[src/hw/rtl/image_border_padding_macros.svh]
// Assertion macros for the RTL
`ifndef IMAGE_BORDER_PADDING_MACROS_SVH
`define IMAGE_BORDER_PADDING_MACROS_SVH

`ifndef ASSERT_OFF
// checked only while out of reset
`define IBP_ASSERT(lbl, clk, rst_n, prop) \
  lbl: assert property (@(posedge clk) disable iff (!rst_n) prop) \
    else $error("ibp assertion failed");
// checked also during reset
`define IBP_ASSERT_ALWAYS(lbl, clk, prop) \
  lbl: assert property (@(posedge clk) prop) \
    else $error("ibp assertion failed");
`else
`define IBP_ASSERT(lbl, clk, rst_n, prop)
`define IBP_ASSERT_ALWAYS(lbl, clk, prop)
`endif

`endif

[src/hw/rtl/ibp_pkg.sv]
package ibp_pkg;

  localparam int unsigned CFG_W     = 7;
  localparam int unsigned MODE_W    = 3;
  localparam int unsigned FILL_W    = 32;
  localparam int unsigned BYTE_W    = 8;
  localparam int unsigned CFG_IDX_W = 3;

  typedef enum logic [CFG_IDX_W-1:0] {
    CFG_WIDTH      = 3'd0,
    CFG_HEIGHT     = 3'd1,
    CFG_PAD_TOP    = 3'd2,
    CFG_PAD_BOTTOM = 3'd3,
    CFG_PAD_LEFT   = 3'd4,
    CFG_PAD_RIGHT  = 3'd5,
    CFG_MODE       = 3'd6,
    CFG_FILL       = 3'd7
  } cfg_idx_e;

  typedef enum logic [MODE_W-1:0] {
    MODE_CONSTANT    = 3'd0,
    MODE_REPLICATE   = 3'd1,
    MODE_REFLECT     = 3'd2,
    MODE_WRAP        = 3'd3,
    MODE_REFLECT_101 = 3'd4
  } border_mode_e;

  typedef enum logic [2:0] {
    S_IDLE,
    S_LD_WR,
    S_EM_RED,
    S_EM_ADR,
    S_EM_RD,
    S_EM_OUT
  } ctrl_state_e;

  typedef struct packed {
    logic accept;     // capture item, start load or emit
    logic ld_write;   // write load byte into the frame store
    logic reduce;     // one modulo step on both coordinates
    logic addr_calc;  // fold coordinates, pixel base address
    logic rd_issue;   // frame store read
    logic out_load;   // result into output register
  } ibp_cmd_t;

  typedef struct packed {
    logic reduce_done;
    logic out_free;
  } ibp_sts_t;

endpackage

[src/hw/rtl/ibp_ctrl.sv]
module ibp_ctrl import ibp_pkg::*; (
  input  logic     clk_i,
  input  logic     rst_ni,
  input  logic     in_valid_i,
  input  logic     req_type_i,
  input  ibp_sts_t sts_i,
  output logic     in_ready_o,
  output ibp_cmd_t cmd_o
);

  ctrl_state_e state_q, state_d;

  always_ff @(posedge clk_i or negedge rst_ni) begin
    if (!rst_ni) begin
      state_q <= S_IDLE;
    end else begin
      state_q <= state_d;
    end
  end

  always_comb begin
    state_d    = state_q;
    cmd_o      = '0;
    in_ready_o = 1'b0;
    unique case (state_q)
      S_IDLE: begin
        in_ready_o = 1'b1;
        if (in_valid_i) begin
          cmd_o.accept = 1'b1;
          state_d      = req_type_i ? S_EM_RED : S_LD_WR;
        end
      end
      S_LD_WR: begin
        cmd_o.ld_write = 1'b1;
        state_d        = S_IDLE;
      end
      S_EM_RED: begin
        if (sts_i.reduce_done) begin
          state_d = S_EM_ADR;
        end else begin
          cmd_o.reduce = 1'b1;
        end
      end
      S_EM_ADR: begin
        cmd_o.addr_calc = 1'b1;
        state_d         = S_EM_RD;
      end
      S_EM_RD: begin
        cmd_o.rd_issue = 1'b1;
        state_d        = S_EM_OUT;
      end
      S_EM_OUT: begin
        if (sts_i.out_free) begin
          cmd_o.out_load = 1'b1;
          state_d        = S_IDLE;
        end
      end
      default: state_d = S_IDLE;
    endcase
  end

endmodule

[config.mk]
export PLATFORM = sky130hd
export DESIGN_NAME = ibp_ctrl
export DESIGN_NICKNAME = d
export VERILOG_FILES = /design/src/hw/rtl/image_border_padding_macros.svh /design/src/hw/rtl/ibp_pkg.sv /design/src/hw/rtl/ibp_ctrl.sv
export SDC_FILE = /design/constraint.sdc
export NUM_CORES = 1
export LEC_CHECK = 0
export BUFFER_PORTS_ARGS = -buffer_cell sky130_fd_sc_hd__clkbuf_2
export CAP_MARGIN = 10
export CORE_AREA = 2 2 39 41
export CTS_CLUSTER_DIAMETER = 30
export CTS_CLUSTER_SIZE = 40
export DETAILED_ROUTE_END_ITERATION = 10
export DIE_AREA = 0 0 41 43
export PLACE_DENSITY = 0.38
export SYNTH_ARGS = -nofsm -noshare
export SYNTH_HDL_FRONTEND = slang
export SYNTH_SLANG_ARGS = --single-unit
[constraint.sdc]
create_clock -name clk_i -period 1.32 [get_ports clk_i]
set_clock_uncertainty 0.1 [all_clocks]
set_input_delay 0.198 -clock clk_i [delete_from_list [all_inputs] [get_ports clk_i]]
set_output_delay 0.198 -clock clk_i [all_outputs]
set_load 0.01 [all_outputs]
## After elaboration in Yosys (flattened, before gate mapping)

Index checks and enable logic that the tools add are counted.

| storage, ports and cells | value |
|---|---|
| register bits | 3 |
| input bits | 6 |
| output and inout port bits | 7 |
| word-level logic and storage cells | 26 |

| operators by class | value |
|---|---|
| equal/unequal tests | 8 |
| mux-type cells | 15 |
| reductions and logical operators | 2 |

Operator list:

| cell | count |
|---|---|
| $pmux W3 S5 | 1 |
| $mux W1 | 10 |
| $mux W3 | 3 |
| $eq A3 B2 Y1 const B | 2 |
| $eq A3 B3 Y1 const B | 2 |
| $ne A2 B2 Y1 const B | 3 |
| $eq A3 B1 Y1 const B | 1 |
| $logic_not A3 Y1 | 1 |
| $reduce_and A3 Y1 | 1 |
| $mux W2 | 1 |

## Logic depth before layout (Yosys ltp)

| logic depth | value |
|---|---|
| word-level depth | 3 |
| mapped depth | 4 |
| mapped depth without buffers | 3 |

## Worst setup path after synthesis

No wires, ideal clock.

| timing | value |
|---|---|
| path type | register -> output |
| start | reg state_q[1] |
| end | out cmd_o[5] (netlist bit) |
| data arrival time | 970 ps |
| data required time | 1022 ps |
| slack | 52 ps |
| cell stages (with the launch flop) | 4 |
| path buffers | 1 |
| cell sequence | dfrtp_1 -> buf_12 -> nor3_2 -> and2_1 |

RTL lines:

| element | line | RTL |
|---|---|---|
| from (decl) | ibp_ctrl.sv:11 | `ctrl_state_e state_q, state_d;` |
| from (signal assigned) | ibp_ctrl.sv:17 | `state_q <= state_d;` |
| to (decl) | ibp_ctrl.sv:8 | `output ibp_cmd_t cmd_o` |

==> results.md <==
- Result of the run: finished with violations
- Failing checks: setup timing
- Die Wd: ~40 um
- CTS root buf: sky130_fd_sc_hd__clkbuf_4
- Final Max Slew Viols: 0
- DRC errors left: 0
- Antenna violations before repair: 0
- PD cells: ~2300 mW/mm^2
- Clock slew at the register clock pins of the worst setup and hold paths: about 0.040 ns
- Final core occ: 0.241
- Critical path buffers and inverters: 1
- Flip-flop count of the largest register, all copies and words added: 3
- Antenna viol nets, final: 0
- Post-detailed-placement half-perimeter wirelength: 354 um
- Via count of the routed design: ~230
- Vertical die dimension: 43 um
- Avg Vias per Cell: approximately 4
- Global placer's final weighted congestion: 0.591
- Combined global-route utilization of all metal layers: 0.0804
- Sequential cell area fraction in the yosys report: 0.353
- Endpoint class of the critical path: output pin
- Most flops, register: state_q
- Distinct cell type count after synthesis: 16
- Final Routed Wirelength: roughly 510 um
- Largest regs: state_q (3)
- Worst setup margin: -0.102 ns
- Slew at the pin with the worst max-slew slack: between 0.2 and 0.25 ns
- Cell Rows: 14
- Post-layout total power: ~750 uW
- Setup repair after global routing missed its margin: yes
- Core area: ~0.0014 sq mm
- Class of the tightest hold or removal check: input pin to flip-flop
- Final critical-path share of the clock period: 1.08
- Fin. Hold Viols: 0
- Yosys warning total: 0
- Max-cap check violation count: 0
- Number of global-route vias before repair: approximately 230
- Net count of the finished layout: 50
- Area Growth Syn to Fin: 56.5%
- Aggregate negative setup slack: -0.318 ns
- Die footprint: around 0.0018 sq mm
- Worst path top cell family by delay: flip-flops
- Sum of overflow across all layers after global routing: 0
- Cell Area, Synth: around 210 sq um
- Worst-case clock buffer depth: 2
- Proportion of layout cells with a drive suffix above 1: 0.535
- Number of antenna cells inserted: 0
- WP data arrival: about 1.1 ns
- Mean routed wirelength per cell: 8.68 um
- List of cells traversed by the critical path: nor3_2 -> and2_1 -> buf_2
- Critical path fanouts, max: 8
- Min Clock Period, post-route: around 1.4 ns
- Sink count of the clock tree: 3
- Cell count after synthesis: 25
- Worst-path cell with the longest stage delay: sky130_fd_sc_hd__dfrtp_2
- Number of iterations in the first detailed-routing pass: 1
- Clock insertion delay at the later pin of the skew report: approximately 0.23 ns
- Fmax: 0.703 GHz
- Drt initial violations: 0
- Post-synthesis net count: 31
- Number of buffers inserted during clock tree synthesis: 3
- Leakage power total: roughly 0.17 nW
- Clock tree from TritonCTS: built
- Quantity of I/O buffers inserted on ports: 12
- I/O pin cnt: 13
- Global-route wire length before repair: ~910 um
- Worst-case vdd ir drop: ~0.53 mV
- Syn_area_per_cell: 8.51 sq um
- Max incr delay on CP: 0.45 ns
- Synth Register Bits: 3
- Setup Slack @ Placement: 0.0743 ns
- Maximum number of pins on one net before global-route repair: 9
- H-tree depth reported by CTS: 1
- Total setup violations reported at the end of the flow: 7
- Launching element type of the critical path: flip-flop
- Initial Util: 0.154
- Required time at the endpoint of the critical path: about 1.0 ns
- Worst Path Class, Setup: flip-flop to output pin
- Worst max-slew margin expressed relative to the limit: 0.859
-- stage by stage --
| stage | hold WS (ns) | instance area [sq um] | cells |
|---|---|---|---|
| final | 0.139 | 333 | 59 |
| after global routing | 0.181 | 333 | 59 |
| after CTS | 0.141 | 330 | 59 |
| after detailed placement | -0.104 | 268 | 51 |
| after global placement | -0.100 | 268 | 51 |
| after floorplan | -0.198 | 213 | 25 |
-- repair_timing --
action                     CTS  global route
gates resized for setup      3             5
setup endpoints to repair    7             7
hold buffers                 1             0
pin swaps                    0             2
hold endpoints to repair     3             0
buffers inserted             3             0
-- cells in the mapped netlist, drive strengths merged --
cell type	count	area [sq um]
o31ai	1	7.51
a21oi	3	15.0
and2	1	6.26
buf	2	25.0
a31oi	1	6.26
dfrtp	3	75.1
nor3b	2	15.0
inv	1	3.75
nand2b	1	6.26
or2	1	6.26
nand2	2	7.51
and3b	1	8.76
nor2	4	15.0
nor3	2	15.0
-- where the power goes --
part	leakage (nW)	internal [mW]	switching, mW
Combinational	0.120	0.198	0.165
Sequential	0.0347	0.142	0.0850
Clock	0.0150	0.113	0.0487
-- layer usage --
metal	vias up	track usage	wire (um)	share of wire
met5	-	0	0	0
met4	0	0.0800	0	0
met3	0	0.0314	32	0.063
met2	7	0.0969	233	0.46
met1	103	0.100	246	0.48
li1	121	-	-	-
-- cell families (layout without fill, tap and decap cells) --
family / count (synthesis) / after routing / share of synthesized area
buffers and inverters: 3 / 21 / 0.135
AND/OR/NAND/NOR: 14 / 14 / 0.376
flip-flops: 3 / 3 / 0.353
AO/OA/AOI/OAI: 5 / 5 / 0.135
-- final cells by class --
type,instances,area (sq um)
clock buffer,4,26.3
fill,159,1050
tap,16,20.0
inverter,1,3.75
multi-input combinational,19,111
timing repair buffer,16,92.6
sequential,3,78.8
-- worst paths after layout --
check / slack [ns] / cells past startpoint / from / endpoint
min reg2reg: 0.45 / 1 / state_q[0] / state_q[1]
min: 0.14 / 3 / sts_i[1] / state_q[0]
max: -0.10 / 3 / state_q[2] / cmd_o[5]
max in group asynchronous: 0.80 / 2 / rst_ni / state_q[1]
max reg2reg: 0.22 / 4 / state_q[1] / state_q[0]
min in group asynchronous: 0.19 / 2 / rst_ni / state_q[2]
-- cell usage in the layout, fill, tap and decap left out --
master,n
sky130_fd_sc_hd__inv_1,1
sky130_fd_sc_hd__a21oi_1,3
sky130_fd_sc_hd__nor2_1,3
sky130_fd_sc_hd__dfrtp_2,3
sky130_fd_sc_hd__a31oi_1,1
sky130_fd_sc_hd__or2_1,1
sky130_fd_sc_hd__nor3b_1,2
sky130_fd_sc_hd__and2_1,1
sky130_fd_sc_hd__nor3_2,1
sky130_fd_sc_hd__nand2b_1,1
sky130_fd_sc_hd__nand2_1,2
sky130_fd_sc_hd__dlygate4sd3_1,1
sky130_fd_sc_hd__clkbuf_2,8
sky130_fd_sc_hd__clkbuf_1,1
sky130_fd_sc_hd__buf_4,3
sky130_fd_sc_hd__o31ai_1,1
sky130_fd_sc_hd__nor2_2,1
sky130_fd_sc_hd__clkbuf_4,3
sky130_fd_sc_hd__nor3_1,1
sky130_fd_sc_hd__and3b_1,1
sky130_fd_sc_hd__buf_2,4
-- worst reg2reg max path, stage by stage, from the launching register on --
cell and delay [ns]:
sky130_fd_sc_hd__dfrtp_2 0.43, sky130_fd_sc_hd__buf_4 0.15, sky130_fd_sc_hd__nor3b_1 0.19, sky130_fd_sc_hd__a31oi_1 0.06, sky130_fd_sc_hd__o31ai_1 0.07
No activity file was read; power rests on OpenSTA's default activity.
